===== src/rtl/dnsqx_pkg.sv =====
`timescale 1ns / 1ps
// ----------------------------------------------------------------------------
// dnsqx_pkg
// Shared constants for the DNS question-name extractor: header size, name
// length limit, name separator and the status codes returned on the last item.
// ----------------------------------------------------------------------------
package dnsqx_pkg;

	localparam logic [3:0] HEADER_BYTES   = 4'd12;
	localparam logic [7:0] MAX_NAME_CHARS = 8'd254;
	localparam logic [7:0] DOT_CHAR       = 8'h2E;
	localparam logic [7:0] HYPHEN_CHAR    = 8'h2D;

	typedef logic [2:0] status_t;

	localparam status_t ST_OK      = 3'd0;
	localparam status_t ST_SHORT   = 3'd1;
	localparam status_t ST_BADLEN  = 3'd2;
	localparam status_t ST_BADCHAR = 3'd3;
	localparam status_t ST_LONG    = 3'd4;
	localparam status_t ST_EMPTY   = 3'd5;

endpackage


===== src/rtl/dns_qname_extractor.sv =====
`timescale 1ns / 1ps
// ----------------------------------------------------------------------------
// dns_qname_extractor
// Streaming parser that pulls the question name out of a DNS message.
// ----------------------------------------------------------------------------
// Usage:
//   Input channel s_*: one message byte per item in s_tdata, s_tlast on the
//   final byte of the message. The 12-byte header is skipped, then the
//   length-prefixed labels of the question name are walked.
//   Output channel m_*: one item per emitted name character (label byte or
//   dot between labels) and one on the final message byte; m_tlast marks the
//   final item, which carries the status and the name length. Both can share
//   one item. On a nonzero status the receiver drops the characters it got.
//   Each item is valid in the cycle after its byte is accepted. One byte is taken
//   every cycle; the single output register is reloaded in the same cycle it
//   is drained, so s_tready stays high unless that register holds an item and
//   m_tready is low. Bytes that produce nothing are still accepted.
//   Reset clears the parse state to the header phase and empties the output
//   register. After the final byte the parser returns to the header phase.
// ----------------------------------------------------------------------------
module dns_qname_extractor
	import dnsqx_pkg::*;
(
	input  logic        clk,
	input  logic        arst_n,
	input  logic        s_tvalid,
	output logic        s_tready,
	input  logic [7:0]  s_tdata,   // msg_byte
	input  logic        s_tlast,   // last_byte
	output logic        m_tvalid,
	input  logic        m_tready,
	output logic [23:0] m_tdata,   // name_char[7:0], status[10:8], name_length[18:11], zero pad
	output logic        m_tuser,   // char_valid
	output logic        m_tlast    // done_res
);

	typedef enum logic [2:0] {
		PH_HEADER,
		PH_LENGTH,
		PH_LABEL,
		PH_LABEL_BAD,
		PH_STOP
	} phase_t;

	phase_t      phase_q, phase_n;
	logic [3:0]  header_count_q, header_count_n;
	logic [6:0]  label_left_q, label_left_n;
	logic [7:0]  name_count_q, name_count_n;
	status_t     error_code_q, error_code_n;
	logic        label_seen_q, label_seen_n;

	logic        emit;
	logic [7:0]  ch;
	status_t     st;
	logic        accept;

	logic        out_valid_q;
	logic        out_char_valid_q;
	logic [7:0]  out_char_q;
	logic        out_done_q;
	status_t     out_status_q;
	logic [7:0]  out_len_q;

	function automatic logic char_ok(input logic [7:0] c);
		char_ok = (c >= 8'h30 && c <= 8'h39) || (c >= 8'h41 && c <= 8'h5A) ||
			(c >= 8'h61 && c <= 8'h7A) || (c == HYPHEN_CHAR);
	endfunction

	assign accept   = s_tvalid && s_tready;
	assign s_tready = !out_valid_q || m_tready;

	always_comb begin
		phase_n        = phase_q;
		header_count_n = header_count_q;
		label_left_n   = label_left_q;
		name_count_n   = name_count_q;
		error_code_n   = error_code_q;
		label_seen_n   = label_seen_q;
		emit           = 1'b0;
		ch             = 8'd0;
		case (phase_q)
			PH_HEADER: begin
				header_count_n = header_count_q + 4'd1;
				if (header_count_n >= HEADER_BYTES) begin
					phase_n = PH_LENGTH;
				end
			end
			PH_LENGTH: begin
				if (s_tdata == 8'd0) begin
					phase_n = PH_STOP;
				end else if (s_tdata[7]) begin
					error_code_n = ST_BADLEN;
					phase_n      = PH_STOP;
				end else begin
					label_left_n = s_tdata[6:0];
					phase_n      = PH_LABEL;
					if (label_seen_q) begin
						if (name_count_q < MAX_NAME_CHARS) begin
							emit         = 1'b1;
							ch           = DOT_CHAR;
							name_count_n = name_count_q + 8'd1;
						end else begin
							error_code_n = ST_LONG;
							phase_n      = PH_LABEL_BAD;
						end
					end
					label_seen_n = 1'b1;
				end
			end
			PH_LABEL, PH_LABEL_BAD: begin
				if (phase_q == PH_LABEL) begin
					if (!char_ok(s_tdata)) begin
						error_code_n = ST_BADCHAR;
						phase_n      = PH_LABEL_BAD;
					end else if (name_count_q >= MAX_NAME_CHARS) begin
						error_code_n = ST_LONG;
						phase_n      = PH_LABEL_BAD;
					end else begin
						emit         = 1'b1;
						ch           = s_tdata;
						name_count_n = name_count_q + 8'd1;
					end
				end
				label_left_n = label_left_q - 7'd1;
				if (label_left_n == 7'd0) begin
					phase_n = (phase_n == PH_LABEL_BAD) ? PH_STOP : PH_LENGTH;
				end
			end
			default: begin
			end
		endcase

		if (phase_n == PH_HEADER) begin
			st = ST_SHORT;
		end else if ((phase_n == PH_LABEL || phase_n == PH_LABEL_BAD) &&
				label_left_n != 7'd0) begin
			st = ST_BADLEN;
		end else if (error_code_n != ST_OK) begin
			st = error_code_n;
		end else if (name_count_n == 8'd0) begin
			st = ST_EMPTY;
		end else begin
			st = ST_OK;
		end
	end

	always_ff @(posedge clk or negedge arst_n) begin
		if (!arst_n) begin
			phase_q        <= PH_HEADER;
			header_count_q <= 4'd0;
			label_left_q   <= 7'd0;
			name_count_q   <= 8'd0;
			error_code_q   <= ST_OK;
			label_seen_q   <= 1'b0;
			out_valid_q    <= 1'b0;
		end else if (accept) begin
			out_valid_q <= emit || s_tlast;
			if (s_tlast) begin
				phase_q        <= PH_HEADER;
				header_count_q <= 4'd0;
				label_left_q   <= 7'd0;
				name_count_q   <= 8'd0;
				error_code_q   <= ST_OK;
				label_seen_q   <= 1'b0;
			end else begin
				phase_q        <= phase_n;
				header_count_q <= header_count_n;
				label_left_q   <= label_left_n;
				name_count_q   <= name_count_n;
				error_code_q   <= error_code_n;
				label_seen_q   <= label_seen_n;
			end
		end else if (m_tready) begin
			out_valid_q <= 1'b0;
		end
	end

	// payload of the output register
	always_ff @(posedge clk) begin
		if (accept) begin
			out_char_valid_q <= emit;
			out_char_q       <= ch;
			out_done_q       <= s_tlast;
			out_status_q     <= s_tlast ? st : ST_OK;
			out_len_q        <= s_tlast ? name_count_n : 8'd0;
		end
	end

	assign m_tvalid = out_valid_q;
	assign m_tuser  = out_char_valid_q;
	assign m_tlast  = out_done_q;
	assign m_tdata  = {5'd0, out_len_q, out_status_q, out_char_q};

	a_nonlast_has_char: assert property (@(posedge clk) disable iff (!arst_n)
		m_tvalid && !m_tlast |-> m_tuser)
		else $error("non-final item without a character");

	a_char_zero_when_idle: assert property (@(posedge clk) disable iff (!arst_n)
		m_tvalid && !m_tuser |-> m_tdata[7:0] == 8'd0)
		else $error("character field set without char flag");

	a_status_range: assert property (@(posedge clk) disable iff (!arst_n)
		m_tvalid |-> m_tdata[10:8] <= ST_EMPTY)
		else $error("status out of range");

	a_empty_has_no_length: assert property (@(posedge clk) disable iff (!arst_n)
		m_tvalid && m_tlast && m_tdata[10:8] == ST_EMPTY |-> m_tdata[18:11] == 8'd0)
		else $error("empty status with nonzero name length");

	a_label_left_in_label: assert property (@(posedge clk) disable iff (!arst_n)
		phase_q == PH_LABEL || phase_q == PH_LABEL_BAD |-> label_left_q != 7'd0)
		else $error("label phase with no bytes left");

endmodule

===== config.mk =====
export PLATFORM = sky130hd
export DESIGN_NAME = dns_qname_extractor
export DESIGN_NICKNAME = d
export VERILOG_FILES = /design/src/rtl/dnsqx_pkg.sv /design/src/rtl/dns_qname_extractor.sv
export SDC_FILE = /design/constraint.sdc
export NUM_CORES = 1
export LEC_CHECK = 0
export BUFFER_PORTS_ARGS = -buffer_cell sky130_fd_sc_hd__buf_2
export CELL_PAD_IN_SITES_DETAIL_PLACEMENT = 0
export CELL_PAD_IN_SITES_GLOBAL_PLACEMENT = 1
export CORE_UTILIZATION = 44
export CTS_BUF_LIST = sky130_fd_sc_hd__clkbuf_16
export DETAILED_ROUTE_END_ITERATION = 8
export PLACE_DENSITY = 0.89
export SKIP_CTS_REPAIR_TIMING = 1
export SLEW_MARGIN = 0
export SYNTH_ARGS = -nofsm -noshare
export SYNTH_HDL_FRONTEND = slang
export SYNTH_SLANG_ARGS = --single-unit

===== constraint.sdc =====
create_clock -name clk -period 3.9 [get_ports clk]
set_input_delay 0.78 -clock clk [delete_from_list [all_inputs] [get_ports clk]]
set_output_delay 0.78 -clock clk [all_outputs]
set_load 0.02 [all_outputs]

==> results.py, run 1 <==
metrics = {
    "status": {
        "status": "completed",
    },
    "run": {
        "cap_violations": 0,
    },
    "place": {
        "dp_hpwl_um": 5599,
        "place_congestion": 0.9609,
        "io_buffer_count": 35,
    },
    "logic_synthesis": {
        "yosysTopAreaCell": "dfrtp_1",
        "synth_most_common_cell": "nand2_1",
        "synth_area_mm2": 0.003125,
        "synthTopCellsByCount": "39 x nand2_1, 31 x o21ai_0, 27 x dfrtp_1",
        "ys_ff_latch": 48,
        "synth_cell_types": 67,
        "synth_adder_area_share_pct": 2.002,
        "synthArstFlopShare_pct": 56.25,
        "synth-simple-area-share_pct": 22.78,
        "syn_avg_cell_area_um2": 9.007,
        "postSynthCellCount": 347,
        "synth.area.top_cells": "dfrtp_1 22%, edfxtp_1 20%, o21ai_0 5.0%",
        "synth_edf_count": 21,
        "seq_area_frac_synth_pct": 41.79,
        "synth_compound_area_share_pct": 25.42,
        "synth_top_family_by_area": "compound AO/OA/AOI/OAI gates",
        "yosys_warnings": 0,
        "synth_mux_area_share_pct": 1.001,
        "synth_top_area_share_pct": 21.62,
        "synth-xor-area-share_pct": 1.681,
        "synth_ff_type": "dfrtp_1",
    },
    "clock_tree": {
        "tritoncts": "yes",
        "cts_root_buffer": "clkbuf_16",
        "cts_made_buffers": 5,
        "htree_levels": 2,
        "clkTransAtPathRegs_ns": 0.07,
        "numClockSinks": 48,
        "clk_latency_ns": 0.29,
        "cts_buffer_depth": 2,
    },
    "setup_path": {
        "crit_fanout": 9,
        "cp-start-kind": "flip-flop",
        "cp-end-kind": "flip-flop",
        "critPathKind": "flip-flop to flip-flop",
        "crit_required_ns": 4.04,
        "cp.arrival_ns": 3.58,
    },
    "sta": {
        "slew_headroom_pct": 44.54,
        "final-setup-viol-count": 0,
        "period_needed_ns": 3.435,
        "final_max_slew_viol_count": 0,
        "fmax_mhz": 291.1,
        "tightest_slew_ns": 0.8255,
        "rsz0062_at_grt": "false",
        "fin_skew_ns": 0.004989,
        "timing.hold.ws_ns": 0.5131,
        "finalSetupTns_ns": 0,
        "fin_crit_sh_pct": 88.08,
        "hold_viol_final": 0,
    },
    "power": {
        "p_leak_uw": 0.001501,
        "ir_drop_v": 0.0002234,
        "p_per_area_mw_per_mm2": 545.9,
        "design_power_total_uw": 1934,
    },
    "route": {
        "wl_per_cell_um": 16.54,
        "postRouteAntennaNets": 0,
        "drc_errors": 0,
        "vias": 2773,
        "drt_iter0_drc": 178,
        "via_per_inst": 5.838,
        "drt-total-wl_um": 7855,
        "firstDrtPassIters": 6,
    },
    "cells_and_area": {
        "fill_cells": 668,
        "drive_gt1_share_pct": 16.89,
        "area_growth_pct": 13.33,
        "ff_latch_area_mm2": 0.001306,
        "insertedDiodeCount": 0,
        "nNetsFinal": 396,
        "multiInputGateArea_mm2": 0.001675,
    },
    "die": {
        "start_util_pct": 45.75,
        "num_io_pins": 41,
        "die_area_mm2": 0.007444,
        "die-height_um": 86.28,
        "die_x_um": 86.28,
        "rows": 30,
        "core_mm2": 0.006832,
    },
    "global_routing": {
        "grt_pass1_wl_um": 13010,
        "antenna_found_initial": 0,
        "grt_max_degree": 28,
        "grt_pass1_vias": 2637,
        "overflow": 0,
        "grtUsageTotal_pct": 22.49,
    },
    "min_path": {
        "hold_class": "flip-flop to flip-flop",
    },
}
-- layout make-up --
type / instances / share of cell area [%]
clock buffer: 5 / 3.532
inverter: 11 / 1.166
sequential: 48 / 36.88
clock inverter: 3 / 1.307
multi-input combinational: 270 / 47.30
timing repair buffer: 42 / 6.429
tap: 96 / 3.391
-- layer usage --
metal | GRT usage (%) | vias up | routed length [um]
li1 | - | 1336 | -
met1 | 29.04 | 1327 | 3589
met2 | 37.23 | 91 | 3734
met3 | 3.429 | 19 | 323
met4 | 10.30 | 0 | 208
met5 | 0 | - | 0
-- registers in the layout, summed over array words and instances, names as in the netlist --
signal,flops
out_char_q,8
label_left_q,7
out_len_q,8
error_code_q,3
label_seen_q,1
header_count_q,4
name_count_q,8
phase_q,3
m_tuser,1
out_status_q,3
m_tvalid,1
m_tlast,1
-- path summary, 6_finish.rpt --
check	slack, ns	to	depth (start not counted)	from
setup reg to reg	0.46	out_status_q[0]$_SDFFCE_PN0P_	10	name_count_q[0]$_DFFE_PN0P_
setup / recovery	0.46	out_status_q[0]$_SDFFCE_PN0P_	10	name_count_q[0]$_DFFE_PN0P_
hold / removal	0.51	error_code_q[1]$_DFFE_PN0P_	2	error_code_q[1]$_DFFE_PN0P_
hold reg to reg	0.51	error_code_q[1]$_DFFE_PN0P_	2	error_code_q[1]$_DFFE_PN0P_
max in group asynchronous	2.93	header_count_q[3]$_DFFE_PN0P_	1	arst_n
min in group asynchronous	0.53	name_count_q[5]$_DFFE_PN0P_	1	arst_n
-- placed cells by master (no fill, tap or decap), types with 5 or more instances in the layout --
cell / instances
a21o_1: 7
a21oi_1: 25
a22o_1: 5
a31oi_1: 7
and2_1: 8
and3_1: 5
buf_2: 35
buf_4: 7
clkbuf_16: 5
conb_1: 6
dfrtp_1: 27
edfxtp_1: 21
ha_1: 5
inv_1: 11
nand2_1: 39
nand2b_1: 9
nand3_1: 9
nor2_1: 24
nor3_1: 11
o21ai_0: 31
or3_1: 5
-- report_power, final --
| part | switching, uW | leakage (uW) | internal [uW] |
|---|---|---|---|
| registers | 90.6 | 0.000573 | 619 |
| clock network | 197 | 0.0000804 | 305 |
| logic | 439 | 0.000848 | 283 |
-- cell families (layout without fill, tap and decap cells) --
kind of cell | after synthesis | after routing
mux | 3 | 3
buf+inv | 34 | 61
other cells | 1 | 6
xor+xnor | 6 | 6
flops | 48 | 48
fa+ha+maj | 5 | 5
compound gates | 117 | 117
simple gates | 133 | 133
-- stage by stage --
step / setup slack, ns / std cells / utilization [%] / area, um^2
2_1_floorplan: 0.6751 / 352 / - / 3144
3_3_place_gp: 0.4225 / 467 / 49.34 / 3371
3_5_place_dp: 0.3059 / 467 / 49.34 / 3371
4_1_cts: 0.4697 / 475 / 51.85 / 3542
5_1_grt: 0.2918 / 475 / 51.85 / 3542
6_report: 0.4649 / 475 / 51.85 / 3542
-- worst max-delay path, cell delays in order (launching register included) --
cell,delay [ns]
dfrtp_1,0.42
inv_1,0.09
ha_1,0.20
or2_2,0.34
a311oi_4,0.40
and3_1,0.43
a41oi_1,0.18
a22oi_2,0.24
or3b_1,0.36
or4_1,0.47
a31oi_1,0.16
Power figures use the tool's default switching activity.
==> inputs of run 2 (changes only) <==
--- a/config.mk
+++ b/config.mk
@@ -7,2 +7,3 @@
 export LEC_CHECK = 0
+export ABC_CLOCK_PERIOD_IN_PS = 3900
 export BUFFER_PORTS_ARGS = -buffer_cell sky130_fd_sc_hd__buf_2
@@ -13,3 +14,3 @@
 export DETAILED_ROUTE_END_ITERATION = 8
-export PLACE_DENSITY = 0.89
+export PLACE_DENSITY = 0.8
 export SKIP_CTS_REPAIR_TIMING = 1
--- a/constraint.sdc
+++ b/constraint.sdc
@@ -3,2 +3,2 @@
 set_output_delay 0.78 -clock clk [all_outputs]
-set_load 0.02 [all_outputs]
+set_load 0.005 [all_outputs]
==> results.py, run 2 (synthesis gave the netlist of run 1 again) <==
metrics = {
    "power": {
        "ir_drop_v": 0.0002785,
        "p_int_uw": 1202,
        "p_switching_uw": 700.5,
        "p_per_area_mw_per_mm2": 534.6,
        "p_comb_share_pct": 36.4,
        "p_leak_uw": 0.001516,
        "clkPwrFrac_pct": 26.5,
        "switching_share_pct": 36.82,
        "power_frac_seq_pct": 37.1,
    },
    "cells_and_area": {
        "nNetsFinal": 398,
        "top_regs": "name_count_q x8, out_char_q x8, out_len_q x8",
        "final_cell_mix": "39 x nand2_1, 35 x buf_2, 31 x o21ai_0",
        "layout_commonest_cell": "nand2_1",
        "area_growth_pct": 13.85,
        "drive_gt1_share_pct": 17.32,
        "fin_util_pct": 52.09,
        "fill_cells": 633,
        "insertedDiodeCount": 0,
        "fin_cells": 477,
    },
    "global_routing": {
        "antenna_found_initial": 0,
        "grt_pass1_wl_um": 13020,
        "overflow": 0,
        "grtUsageTotal_pct": 22.41,
        "grt_pass1_vias": 2546,
        "grt_max_degree": 28,
    },
    "clock_tree": {
        "clk_latency_ns": 0.29,
        "cts_made_buffers": 5,
        "htree_levels": 2,
        "cts_root_buffer": "clkbuf_16",
        "cts_buffer_depth": 2,
        "numClockSinks": 48,
        "clkTransAtPathRegs_ns": 0.07,
        "tritoncts": "yes",
    },
    "place": {
        "io_buffer_count": 35,
        "dp_cells": 469,
        "place_congestion": 0.8774,
        "dp_slack_ns": 0.2881,
        "dp_hpwl_um": 5743,
    },
    "route": {
        "drt_iter0_drc": 212,
        "vias": 2750,
        "drc_errors": 0,
        "via_per_inst": 5.765,
        "wl_per_cell_um": 16.84,
        "drt-total-wl_um": 8031,
        "postRouteAntennaNets": 0,
        "firstDrtPassIters": 5,
    },
    "sta": {
        "setup_ws_ns": 0.4281,
        "fin_skew_ns": 0.006272,
        "slew_headroom_pct": 53.39,
        "rsz0062_at_grt": "false",
        "hold_viol_final": 0,
        "final_max_slew_viol_count": 0,
        "final-setup-viol-count": 0,
        "period_needed_ns": 3.472,
        "fin_crit_sh_pct": 89.02,
        "fmax_mhz": 288.0,
        "finalSetupTns_ns": 0,
        "tightest_slew_ns": 0.6976,
    },
    "die": {
        "core_mm2": 0.006832,
        "die-height_um": 86.28,
        "rows": 30,
        "die_area_mm2": 0.007444,
        "die_x_um": 86.28,
        "num_io_pins": 41,
        "start_util_pct": 45.75,
    },
    "status": {
        "status": "completed",
    },
    "setup_path": {
        "crit_required_ns": 4.04,
        "cp-start-kind": "flip-flop",
        "cp-end-kind": "flip-flop",
        "critPathKind": "flip-flop to flip-flop",
        "crit_fanout": 9,
        "cp.arrival_ns": 3.61,
    },
    "run": {
        "cap_violations": 0,
    },
    "min_path": {
        "hold_class": "flip-flop to flip-flop",
    },
}
[run 2: stage by stage]
step	cell area [um^2]	total power, uW	hold slack (ns)
finish	3558	1902	0.5145
global route	3558	2013	0.5469
floorplan	3144	1209	0.4565
global placement	3386	1392	0.4825
detailed placement	3386	1395	0.4985
CTS	3558	1899	0.5161
[run 2: worst max-delay path, cell delays in order, from the launching register on]
cell,delay (ns)
dfrtp_1,0.42
inv_1,0.11
ha_1,0.20
or2_2,0.34
a311oi_4,0.41
and3_1,0.44
a41oi_1,0.19
a22oi_2,0.24
or3b_1,0.37
or4_1,0.45
a31oi_1,0.16
[run 2: worst paths after layout]
| path | start | end | slack, ns | cells past startpoint |
|---|---|---|---|---|
| max | name_count_q[0]$_DFFE_PN0P_ | out_status_q[0]$_SDFFCE_PN0P_ | 0.43 | 10 |
| min | error_code_q[1]$_DFFE_PN0P_ | error_code_q[1]$_DFFE_PN0P_ | 0.51 | 2 |
| max reg2reg | name_count_q[0]$_DFFE_PN0P_ | out_status_q[0]$_SDFFCE_PN0P_ | 0.43 | 10 |
| min reg2reg | error_code_q[1]$_DFFE_PN0P_ | error_code_q[1]$_DFFE_PN0P_ | 0.51 | 2 |
| max in group asynchronous | arst_n | header_count_q[3]$_DFFE_PN0P_ | 2.94 | 1 |
| min in group asynchronous | arst_n | label_left_q[3]$_DFFE_PN0P_ | 0.52 | 1 |
[run 2: area by class of cell]
class / instances / area (um^2) / share of cell area (%)
well taps: 96 / 120.1 / 3.376
repair buffers: 44 / 242.7 / 6.821
flip-flops and latches: 48 / 1306 / 36.71
inverters: 11 / 41.29 / 1.160
clock buffers: 5 / 125.1 / 3.516
multi-input cells: 270 / 1675 / 47.08
clock inverters: 3 / 47.55 / 1.336
[run 2: per-layer routing]
layer  vias up  global-route usage [%]  routed length, um
met5         -                       0                  0
met4         0                   6.970                144
met3        12                   2.857                440
met2       101                   37.45               3790
met1      1291                   30.35               3655
li1       1346                       -                  -
[run 2: power by group through the flow]
stage / Clock (uW) / Sequential, uW / Combinational, uW
after floorplan: 0 / 688 / 521
after global placement: 0 / 714 / 678
after detailed placement: 0 / 714 / 681
after CTS: 510 / 704 / 684
after global routing: 525 / 722 / 766
final: 504 / 705 / 693
